<file path="config.mk">
export PLATFORM = sky130hd
export DESIGN_NAME = delimited_frame_receiver_queue_flat
export DESIGN_NICKNAME = d
export VERILOG_FILES = /design/src/hw/rtl/dfrq_pkg.sv /design/src/hw/rtl/dfrq_if.sv /design/src/hw/rtl/dfrq_datapath.sv /design/src/hw/rtl/dfrq_ctrl.sv /design/src/hw/rtl/delimited_frame_receiver_queue.sv /design/src/flat_wrapper.sv
export SDC_FILE = /design/constraint.sdc
export NUM_CORES = 2
export LEC_CHECK = 0
export ABC_AREA = 0
export BUFFER_PORTS_ARGS = -buffer_cell sky130_fd_sc_hd__clkbuf_2
export CORE_AREA = 3 3 787 789
export CTS_CLUSTER_DIAMETER = 40
export DETAILED_ROUTE_END_ITERATION = 7
export DIE_AREA = 0 0 790 792
export REMOVE_ABC_BUFFERS = 1
export SLEW_MARGIN = 10
export SYNTH_ARGS = -nofsm -noshare
export SYNTH_HDL_FRONTEND = slang
export SYNTH_MEMORY_MAX_BITS = 65536
export SYNTH_SLANG_ARGS = --single-unit
</file>
<file path="constraint.sdc">
create_clock -name clk -period 4.22 [get_ports clk]
set_clock_uncertainty 0.1 [all_clocks]
set_input_delay 0.844 -clock clk [delete_from_list [all_inputs] [get_ports clk]]
set_output_delay 0.844 -clock clk [all_outputs]
set_load 0.01 [all_outputs]
</file>
<file path="src/hw/rtl/dfrq_pkg.sv">
// ----------------------------------------------------------------------------
// dfrq_pkg: shared types and constants of the delimited frame receiver
// Sizes of the frame queue, marker bytes, mode and result codes, and the
// command and status groups between controller and datapath.
// ----------------------------------------------------------------------------
package dfrq_pkg;

  // Queue geometry
  localparam int MAX_FRAME_LEN = 64;
  localparam int QUEUE_DEPTH   = 8;
  // One spare slot so a frame under assembly never lands on a stored one
  localparam int SLOTS         = QUEUE_DEPTH + 1;
  localparam int SLOT_W        = $clog2(SLOTS);
  localparam int CNT_W         = $clog2(QUEUE_DEPTH + 1);
  localparam int LEN_W         = $clog2(MAX_FRAME_LEN);
  localparam int ADDR_W        = $clog2(SLOTS * MAX_FRAME_LEN);

  // Display buffer geometry
  localparam int DISP_COLS = 128;
  localparam int DISP_ROWS = 8;
  localparam int COL_W     = $clog2(DISP_COLS);
  localparam int ROW_W     = $clog2(DISP_ROWS);

  // Marker bytes
  localparam logic [7:0] START_MARK = 8'h23;
  localparam logic [7:0] END_MARK   = 8'h21;

  // Mode register codes
  localparam logic [1:0] MODE_NONE     = 2'd0;
  localparam logic [1:0] MODE_DISPLAY  = 2'd1;
  localparam logic [1:0] MODE_FRAME    = 2'd2;
  localparam logic [1:0] MODE_NONE_ALT = 2'd3;

  // Request kinds
  localparam logic KIND_BYTE = 1'b0;
  localparam logic KIND_READ = 1'b1;

  // Result kinds
  localparam logic [1:0] RK_DISPLAY     = 2'd0;
  localparam logic [1:0] RK_FRAME_BYTE  = 2'd1;
  localparam logic [1:0] RK_QUEUE_EMPTY = 2'd2;
  localparam logic [1:0] RK_EMPTY_FRAME = 2'd3;

  typedef struct packed {
    logic [1:0]       result_kind;
    logic [ROW_W-1:0] fb_row;
    logic [COL_W-1:0] fb_col;
    logic [7:0]       data_byte;
    logic             last;
  } result_t;

  // Controller to datapath
  typedef struct packed {
    logic byte_take;  // received byte accepted
    logic rd_take;    // read request accepted
    logic rd_next;    // frame byte delivered, more follow
    logic rd_pop;     // last frame byte delivered, drop head frame
    logic sel_frame;  // result comes from the frame memory
  } cmd_t;

  // Datapath to controller
  typedef struct packed {
    logic mode_display;   // a byte yields a display write
    logic q_empty;
    logic head_len_zero;
    logic rd_last;        // current read index is the frame's last byte
  } status_t;

endpackage

</file>
<file path="src/hw/rtl/dfrq_if.sv">
// ----------------------------------------------------------------------------
// dfrq_if: request and result channels
// Valid/ready channels; a transaction completes when valid and ready are high.
// ----------------------------------------------------------------------------
interface dfrq_req_if;
  logic       valid;
  logic       ready;
  logic       kind;
  logic [7:0] rx_byte;

  modport source (output valid, output kind, output rx_byte, input ready);
  modport sink   (input valid, input kind, input rx_byte, output ready);
endinterface

interface dfrq_rsp_if;
  logic       valid;
  logic       ready;
  logic [1:0] result_kind;
  logic [2:0] fb_row;
  logic [6:0] fb_col;
  logic [7:0] data_byte;
  logic       last;

  modport source (output valid, output result_kind, output fb_row, output fb_col,
                  output data_byte, output last, input ready);
  modport sink   (input valid, input result_kind, input fb_row, input fb_col,
                  input data_byte, input last, output ready);
endinterface

</file>
<file path="src/hw/rtl/dfrq_datapath.sv">
// ----------------------------------------------------------------------------
// dfrq_datapath: parser, frame queue and display position
// Holds the mode register, frame memory, length table, queue pointers and
// the single-result register; acts on commands from the controller.
// ----------------------------------------------------------------------------
module dfrq_datapath (
  input  logic              clk,
  input  logic              rst,
  input  logic              cfg_we,
  input  logic [1:0]        cfg_wdata,
  input  logic [7:0]        rx_byte,
  input  dfrq_pkg::cmd_t    cmd,
  output dfrq_pkg::status_t status,
  output dfrq_pkg::result_t result
);
  import dfrq_pkg::*;

  // Control registers
  logic [1:0]        op_mode;
  logic              receiving;
  logic [LEN_W-1:0]  collect_cnt;
  logic [SLOT_W-1:0] head;
  logic [SLOT_W-1:0] tail;
  logic [CNT_W-1:0]  count;
  logic [ROW_W-1:0]  disp_row;
  logic [COL_W-1:0]  disp_col;

  // Storage and payload
  logic [7:0]        frame_mem [SLOTS*MAX_FRAME_LEN];
  logic [LEN_W-1:0]  frame_len [SLOTS];
  logic [7:0]        rd_q;
  logic [LEN_W-1:0]  rd_idx;
  result_t           single;

  logic              q_full;
  logic              frame_byte;
  logic              wr_en;
  logic              len_we;
  logic              pop;
  logic [LEN_W-1:0]  head_len;
  logic [ADDR_W-1:0] wr_addr;
  logic [ADDR_W-1:0] rd_addr;

  function automatic logic [ADDR_W-1:0] slot_addr(input logic [SLOT_W-1:0] s,
                                                  input logic [LEN_W-1:0]  i);
    slot_addr = ADDR_W'(s) * ADDR_W'(MAX_FRAME_LEN) + ADDR_W'(i);
  endfunction

  function automatic logic [SLOT_W-1:0] next_slot(input logic [SLOT_W-1:0] s);
    next_slot = (s == SLOT_W'(SLOTS - 1)) ? '0 : s + SLOT_W'(1);
  endfunction

  // Decode of the current operation
  assign q_full     = (count == CNT_W'(QUEUE_DEPTH));
  assign frame_byte = cmd.byte_take && (op_mode == MODE_FRAME) && receiving;
  assign wr_en      = frame_byte && (rx_byte != END_MARK) &&
                      (collect_cnt != LEN_W'(MAX_FRAME_LEN - 1));
  assign len_we     = frame_byte && (rx_byte == END_MARK) && !q_full;
  assign head_len   = frame_len[head];
  assign pop        = cmd.rd_pop ||
                      (cmd.rd_take && (count != '0) && (head_len == '0));
  assign wr_addr    = slot_addr(tail, collect_cnt);
  assign rd_addr    = slot_addr(head, rd_idx);

  // Status to controller
  assign status.mode_display  = (op_mode == MODE_DISPLAY);
  assign status.q_empty       = (count == '0);
  assign status.head_len_zero = (head_len == '0);
  assign status.rd_last       = ({1'b0, rd_idx} + (LEN_W+1)'(1)) == {1'b0, head_len};

  // Control state
  always_ff @(posedge clk) begin
    if (rst) begin
      op_mode     <= MODE_NONE;
      receiving   <= 1'b0;
      collect_cnt <= '0;
      head        <= '0;
      tail        <= '0;
      count       <= '0;
      disp_row    <= '0;
      disp_col    <= '0;
    end else if (cfg_we) begin
      op_mode     <= cfg_wdata;
      receiving   <= 1'b0;
      collect_cnt <= '0;
      unique case (cfg_wdata) inside
        MODE_FRAME: ;
        MODE_DISPLAY: begin
          disp_row <= '0;
          disp_col <= '0;
        end
        MODE_NONE, MODE_NONE_ALT: begin
          disp_row <= '0;
          disp_col <= '0;
          head     <= '0;
          tail     <= '0;
          count    <= '0;
        end
        default: ;
      endcase
    end else begin
      // received byte
      if (cmd.byte_take) begin
        unique case (op_mode) inside
          MODE_DISPLAY: begin
            if (disp_col == COL_W'(DISP_COLS - 1)) begin
              disp_col <= '0;
              disp_row <= (disp_row == ROW_W'(DISP_ROWS - 1)) ? '0
                                                              : disp_row + ROW_W'(1);
            end else begin
              disp_col <= disp_col + COL_W'(1);
            end
          end
          MODE_FRAME: begin
            if (!receiving) begin
              if (rx_byte == START_MARK) begin
                receiving   <= 1'b1;
                collect_cnt <= '0;
              end
            end else if (rx_byte == END_MARK) begin
              if (!q_full) begin
                tail  <= next_slot(tail);
                count <= count + CNT_W'(1);
              end
              receiving   <= 1'b0;
              collect_cnt <= '0;
            end else if (wr_en) begin
              collect_cnt <= collect_cnt + LEN_W'(1);
            end else begin
              // overlong frame
              receiving   <= 1'b0;
              collect_cnt <= '0;
            end
          end
          MODE_NONE, MODE_NONE_ALT: ;
          default: ;
        endcase
      end
      // frame removed from the queue
      if (pop) begin
        head  <= next_slot(head);
        count <= count - CNT_W'(1);
      end
    end
  end

  // Single-result register and read index
  always_ff @(posedge clk) begin
    if (cmd.byte_take) begin
      single.result_kind <= RK_DISPLAY;
      single.fb_row      <= disp_row;
      single.fb_col      <= disp_col;
      single.data_byte   <= rx_byte;
      single.last        <= 1'b0;
    end else if (cmd.rd_take) begin
      single.result_kind <= (count == '0) ? RK_QUEUE_EMPTY : RK_EMPTY_FRAME;
      single.fb_row      <= '0;
      single.fb_col      <= '0;
      single.data_byte   <= '0;
      single.last        <= 1'b1;
    end
    if (cmd.rd_take) begin
      rd_idx <= '0;
    end else if (cmd.rd_next) begin
      rd_idx <= rd_idx + LEN_W'(1);
    end
  end

  // Frame memory: one write port, one registered read port
  always_ff @(posedge clk) begin
    if (wr_en) begin
      frame_mem[wr_addr] <= rx_byte;
    end
    rd_q <= frame_mem[rd_addr];
  end

  // Length table
  always_ff @(posedge clk) begin
    if (len_we) begin
      frame_len[tail] <= collect_cnt;
    end
  end

  // Result mux
  always_comb begin
    if (cmd.sel_frame) begin
      result.result_kind = RK_FRAME_BYTE;
      result.fb_row      = '0;
      result.fb_col      = '0;
      result.data_byte   = rd_q;
      result.last        = status.rd_last;
    end else begin
      result = single;
    end
  end

endmodule

</file>
<file path="src/hw/rtl/dfrq_ctrl.sv">
// ----------------------------------------------------------------------------
// dfrq_ctrl: handshake and sequencing controller
// Accepts one request at a time, issues datapath commands and presents
// results on the output channel.
// ----------------------------------------------------------------------------
module dfrq_ctrl (
  input  logic              clk,
  input  logic              rst,
  input  logic              in_valid,
  input  logic              in_kind,
  output logic              in_ready,
  output logic              out_valid,
  input  logic              out_ready,
  input  dfrq_pkg::status_t status,
  output dfrq_pkg::cmd_t    cmd
);
  import dfrq_pkg::*;

  typedef enum logic [1:0] {
    IDLE,
    RESULT,
    RD_FETCH,
    RD_SHOW
  } state_t;

  state_t state;
  logic   in_fire;
  logic   out_fire;

  assign in_fire  = in_valid && in_ready;
  assign out_fire = out_valid && out_ready;

  // Commands
  always_comb begin
    cmd.byte_take = in_fire && (in_kind == KIND_BYTE);
    cmd.rd_take   = in_fire && (in_kind == KIND_READ);
    cmd.rd_next   = (state == RD_SHOW) && out_fire && !status.rd_last;
    cmd.rd_pop    = (state == RD_SHOW) && out_fire && status.rd_last;
    cmd.sel_frame = (state == RD_SHOW);
  end

  // State and registered handshake outputs
  always_ff @(posedge clk) begin
    if (rst) begin
      state     <= IDLE;
      in_ready  <= 1'b1;
      out_valid <= 1'b0;
    end else begin
      unique case (state)
        IDLE: begin
          if (in_fire) begin
            if (in_kind == KIND_READ) begin
              in_ready <= 1'b0;
              if (status.q_empty || status.head_len_zero) begin
                state     <= RESULT;
                out_valid <= 1'b1;
              end else begin
                state <= RD_FETCH;
              end
            end else if (status.mode_display) begin
              state     <= RESULT;
              in_ready  <= 1'b0;
              out_valid <= 1'b1;
            end
          end
        end
        RESULT: begin
          if (out_fire) begin
            state     <= IDLE;
            in_ready  <= 1'b1;
            out_valid <= 1'b0;
          end
        end
        RD_FETCH: begin
          state     <= RD_SHOW;
          out_valid <= 1'b1;
        end
        RD_SHOW: begin
          if (out_fire) begin
            out_valid <= 1'b0;
            if (status.rd_last) begin
              state    <= IDLE;
              in_ready <= 1'b1;
            end else begin
              state <= RD_FETCH;
            end
          end
        end
        default: begin
          state     <= IDLE;
          in_ready  <= 1'b1;
          out_valid <= 1'b0;
        end
      endcase
    end
  end

endmodule

</file>
<file path="src/hw/rtl/delimited_frame_receiver_queue.sv">
// ----------------------------------------------------------------------------
// delimited_frame_receiver_queue: framed byte receiver with a frame queue
//
//   channel   dir  payload                                       handshake
//   req       in   kind, rx_byte                                 valid/ready
//   rsp       out  result_kind, fb_row, fb_col, data_byte, last  valid/ready
//   cfg       in   cfg_wdata (op_mode)                           cfg_we
//
// A received byte yields a result only in display mode. A read of a frame
// passes through RD_FETCH and RD_SHOW for each frame byte, as the read port
// of the frame memory is registered; an empty queue or an empty frame gives
// a single empty result.
// One request is in flight at a time; ready drops until its results are taken.
// Reset is synchronous; the frame store needs no clearing pass.
// ----------------------------------------------------------------------------
module delimited_frame_receiver_queue (
  input  logic       clk,
  input  logic       rst,
  dfrq_req_if.sink   req,
  dfrq_rsp_if.source rsp,
  input  logic       cfg_we,
  input  logic [1:0] cfg_wdata
);
  import dfrq_pkg::*;

  cmd_t    cmd;
  status_t status;
  result_t result;

  // Controller
  dfrq_ctrl u_ctrl (
    .clk       (clk),
    .rst       (rst),
    .in_valid  (req.valid),
    .in_kind   (req.kind),
    .in_ready  (req.ready),
    .out_valid (rsp.valid),
    .out_ready (rsp.ready),
    .status    (status),
    .cmd       (cmd)
  );

  // Datapath
  dfrq_datapath u_dp (
    .clk       (clk),
    .rst       (rst),
    .cfg_we    (cfg_we),
    .cfg_wdata (cfg_wdata),
    .rx_byte   (req.rx_byte),
    .cmd       (cmd),
    .status    (status),
    .result    (result)
  );

  // Result payload
  assign rsp.result_kind = result.result_kind;
  assign rsp.fb_row      = result.fb_row;
  assign rsp.fb_col      = result.fb_col;
  assign rsp.data_byte   = result.data_byte;
  assign rsp.last        = result.last;

  // Checks
  a_one_side: assert property (@(posedge clk) disable iff (rst)
    !(req.ready && rsp.valid))
    else $error("request and result sides open together");

  a_run_continues: assert property (@(posedge clk) disable iff (rst)
    (rsp.valid && rsp.ready && rsp.result_kind == RK_FRAME_BYTE && !rsp.last)
    |=> !req.ready)
    else $error("new request taken inside a frame read run");

  a_read_answers: assert property (@(posedge clk) disable iff (rst)
    (req.valid && req.ready && req.kind == KIND_READ) |=> (rsp.valid || !req.ready))
    else $error("read request left without a result");

  a_display_not_last: assert property (@(posedge clk) disable iff (rst)
    (rsp.valid && rsp.result_kind == RK_DISPLAY) |-> !rsp.last)
    else $error("display write marked last");

endmodule
</file>
<file path="src/flat_wrapper.sv">
// flat-port wrapper written by rule: the top's interface ports become plain ports
module delimited_frame_receiver_queue_flat import dfrq_pkg::*;
  (clk, rst, cfg_we, cfg_wdata, req_valid, req_kind, req_rx_byte, req_ready, rsp_valid, rsp_result_kind, rsp_fb_row, rsp_fb_col, rsp_data_byte, rsp_last, rsp_ready);
  dfrq_req_if req_i ();
  dfrq_rsp_if rsp_i ();
  input  logic clk;
  input  logic rst;
  input  logic cfg_we;
  input  logic [1:0] cfg_wdata;
  input wire logic [$bits(req_i.valid)-1:0] req_valid;
  input wire logic [$bits(req_i.kind)-1:0] req_kind;
  input wire logic [$bits(req_i.rx_byte)-1:0] req_rx_byte;
  output wire logic [$bits(req_i.ready)-1:0] req_ready;
  output wire logic [$bits(rsp_i.valid)-1:0] rsp_valid;
  output wire logic [$bits(rsp_i.result_kind)-1:0] rsp_result_kind;
  output wire logic [$bits(rsp_i.fb_row)-1:0] rsp_fb_row;
  output wire logic [$bits(rsp_i.fb_col)-1:0] rsp_fb_col;
  output wire logic [$bits(rsp_i.data_byte)-1:0] rsp_data_byte;
  output wire logic [$bits(rsp_i.last)-1:0] rsp_last;
  input wire logic [$bits(rsp_i.ready)-1:0] rsp_ready;
  assign req_i.valid = req_valid;
  assign req_i.kind = req_kind;
  assign req_i.rx_byte = req_rx_byte;
  assign req_ready = req_i.ready;
  assign rsp_valid = rsp_i.valid;
  assign rsp_result_kind = rsp_i.result_kind;
  assign rsp_fb_row = rsp_i.fb_row;
  assign rsp_fb_col = rsp_i.fb_col;
  assign rsp_data_byte = rsp_i.data_byte;
  assign rsp_last = rsp_i.last;
  assign rsp_i.ready = rsp_ready;
  delimited_frame_receiver_queue u_core (.clk(clk), .rst(rst), .req(req_i), .rsp(rsp_i), .cfg_we(cfg_we), .cfg_wdata(cfg_wdata));
endmodule
</file>
==> results.toml <==
[place]
gp_congestion = 0.860
dpl_cell_area_um2 = 201000
portBuffers = 38
dp_slack_ps = -735
dp_hpwl_um = 326000

[floorplan]
fp.dieW_um = 790
rows = 288
io_pins = 39
core-area_um2 = 614000
dieHeight_um = 792
initial_core_util_pct = 30.0
dieArea_um2 = 626000

[yosys]
yosysTopAreaCell = "edfxtp_1"
synth.area.mux_share_pct = 16.8
synth_common_cells = "edfxtp_1 (4680), mux4_2 (1219), nor2_1 (657)"
yosys.area_share.adder_pct = 0.127
synth.most_common_cell = "edfxtp_1"
ys_types = 73
async_flop_share_pct = 0
synth_area_um2 = 184000
synth_ff_type = "edfxtp_1"
synth-xor-area-share_pct = 0.119
synth_seq_cells = 4735
synth_compound_area_share_pct = 2.03
netlist.area_leader.share_pct = 76.4
yosysSeqAreaShare_pct = 77.0
syn_avg_cell_area_um2 = 21.6
synth_edf_count = 4680
synth_area_leaders = "edfxtp_1 (76%), mux4_2 (15%), mux2i_1 (1.6%)"
synth_top_family_by_area = "multiplexers"
yosys_warnings = 0
yosys.area_share.simple_pct = 2.60
syn_inst = 8497

[sta]
rsz0062_at_grt = "yes"
max_freq_ghz = 0.220
period_needed_ps = 4550
setup_viol = 1
timing.slew.headroom_pct = 9.81
finalHoldViolCount = 0
slew_violations = 0
setup_ws_ps = -332
tightest_slew_ps = 1350
fin_crit_sh_pct = 108

[grt]
grt_antenna_before_repair = 25
track_usage_pct = 16.0
grt_pass1_vias = 95600
grt_start_max_net_pins = 200
grt_pass1_wl_um = 731000
overflow = 0

[status]
failed_checks = "negative setup slack"
status = "finished, violations left"

[cts]
root_buffer = "clkbuf_16"
numCtsBuffers = 582
cts_max_path_buffers = 4
cts_sinks = 4735
h-tree-depth = 6
worstSkewPairLatency_ps = 1060
clkTransAtPathRegs_ps = 60
cts_tree = "done"

[final_layout]
regArea_um2 = 142000
layout-drive-gt1-share_pct = 31.9
num-fill-cells = 55400
multiInputGateArea_um2 = 40400
fin_area_um2 = 221000
nets = 9596
syn_to_final_growth_pct = 20.4

[hold_path]
hold_class = "in -> reg"

[drt]
drtIter0Drc = 13000
dr.pass1.iters = 6
routedWlPerCell_um = 28.3
drc = 0
vias = 94100
wirelength_um = 514000
via_per_inst = 5.18
antenna_left = 0

[setup_path]
worstPathRequired_ps = 3280
crit_arrival_ps = 3610
crit_fanout = 2
start_kind = "flop"
path_class = "reg -> out"
end_kind = "primary output"
regToRegSetupSlack_ps = 30

[pwr]
leakage_nw = 67.7
p_per_area_nw_per_um2 = 471
peakVddDrop_v = 0.000447

[run]
cap_viol_max_count = 0
==> power breakdown <==
part	switching, W	total, W	leakage [nW]	internal, W
sequential	0.0000440	0.0518	42.7	0.0518
combinational	0.000967	0.00111	15.3	0.000148
clock	0.0207	0.0514	9.74	0.0307
total	0.0217	0.104	67.7	0.0826
==> layout by cell type (no fill, tap or decap), types with 59 or more instances in the layout <==
master / netlist / layout
mux2i_1: 293 / 288
nor2_1: 657 / 646
buf_4: 72 / 714
clkinv_1: 1 / 75
clkinv_2: 0 / 59
nand3_1: 97 / 96
clkbuf_16: 0 / 591
a22oi_1: 165 / 163
a21oi_1: 104 / 103
bufinv_16: 0 / 72
edfxtp_1: 4680 / 4680
conb_1: 1 / 72
nand2_1: 178 / 143
mux4_2: 1219 / 1223
buf_12: 0 / 153
==> cell type report <==
cell class	count	area share [%]
Antenna cell	9	0.0102
Clock inverter	417	2.34
Tap cell	8120	4.59
Timing Repair Buffer	919	4.04
Clock buffer	647	6.79
Inverter	19	0.0367
Multi-Input combinational cell	3305	18.2
Sequential cell	4735	64.0
==> stage by stage <==
step | setup TNS (ps) | utilization (%) | total power (W) | hold slack (ps) | instances
after CTS | -593 | 36.1 | 0.105 | 17.3 | 18200
after global placement | -595760 | 32.7 | 0.0538 | 337 | 17100
final | -332 | 36.1 | 0.104 | 84.5 | 18200
after detailed placement | -694550 | 32.7 | 0.0539 | 341 | 17100
after global routing | -463 | 36.1 | 0.107 | 76.1 | 18200
after floorplan | -1313740 | - | 0.0529 | 317 | 8059
==> routing by layer <==
layer	vias to the layer above	share of wire, %	global-route usage [%]
met5	-	0.0091	0
met4	8	3.5	5.22
met1	50400	39	21.6
met2	5023	48	25.6
met3	827	9.5	3.79
li1	37800	-	-
==> sequential cells by signal (all words and copies together), names as in the netlist, named ones only <==
signal	cells
u_core.u_dp.frame_mem	4608
u_core.u_dp.frame_len	54
u_core.u_dp.single	20
u_core.u_dp.rd_q	8
u_core.u_dp.disp_col	7
u_core.u_dp.collect_cnt	6
u_core.u_dp.rd_idx	6
u_core.u_dp.count	4
u_core.u_dp.head	4
u_core.u_dp.tail	4
u_core.u_dp.disp_row	3
u_core.u_ctrl.state	2
u_core.u_dp.op_mode	2
u_core.u_ctrl.in_ready	1
u_core.u_ctrl.out_valid	1
u_core.u_dp.receiving	1
==> cell families (layout without fill, tap and decap cells) <==
| family | count (synthesis) | count (layout) |
|---|---|---|
| AO/OA/AOI/OAI | 531 | 531 |
| buffers and inverters | 528 | 2002 |
| AND/OR/NAND/NOR | 1115 | 1115 |
| flip-flops | 4735 | 4735 |
| XOR/XNOR | 25 | 25 |
| adder cells (fa/ha/maj) | 18 | 18 |
| multiplexers | 1544 | 1544 |
| other | 1 | 81 |
==> repair_timing <==
action                                  in CTS  in global routing
hold buffers                                 2                  0
gates resized for setup                     39                 22
cloned                                       3                  1
pin swaps                                    8                  6
endpoints found under the setup margin       7                 34
setup buffers                                8                  6
endpoints found under the hold margin        2                  0
==> worst max-delay path: stages (launching register included) <==
cell,delay [ps]
edfxtp_1,380
mux4_2,490
mux2_4,300
mux2i_4,190
xnor2_2,90
a2111o_1,440
or2_4,330
o21bai_1,160
buf_2,150
==> worst paths after layout <==
kind | from | endpoint | cells after the start
setup / recovery | u_core.u_dp.frame_len[0][1] | rsp_last | 8
hold / removal | req_rx_byte[3] | u_core.u_dp.frame_mem[484][3] | 1
setup reg to reg | u_core.u_dp.rd_idx[1] | u_core.u_dp.rd_q[2] | 12
hold reg to reg | u_core.u_dp.single[20] | u_core.u_dp.single[20] | 1
Power figures use the tool's default switching activity.
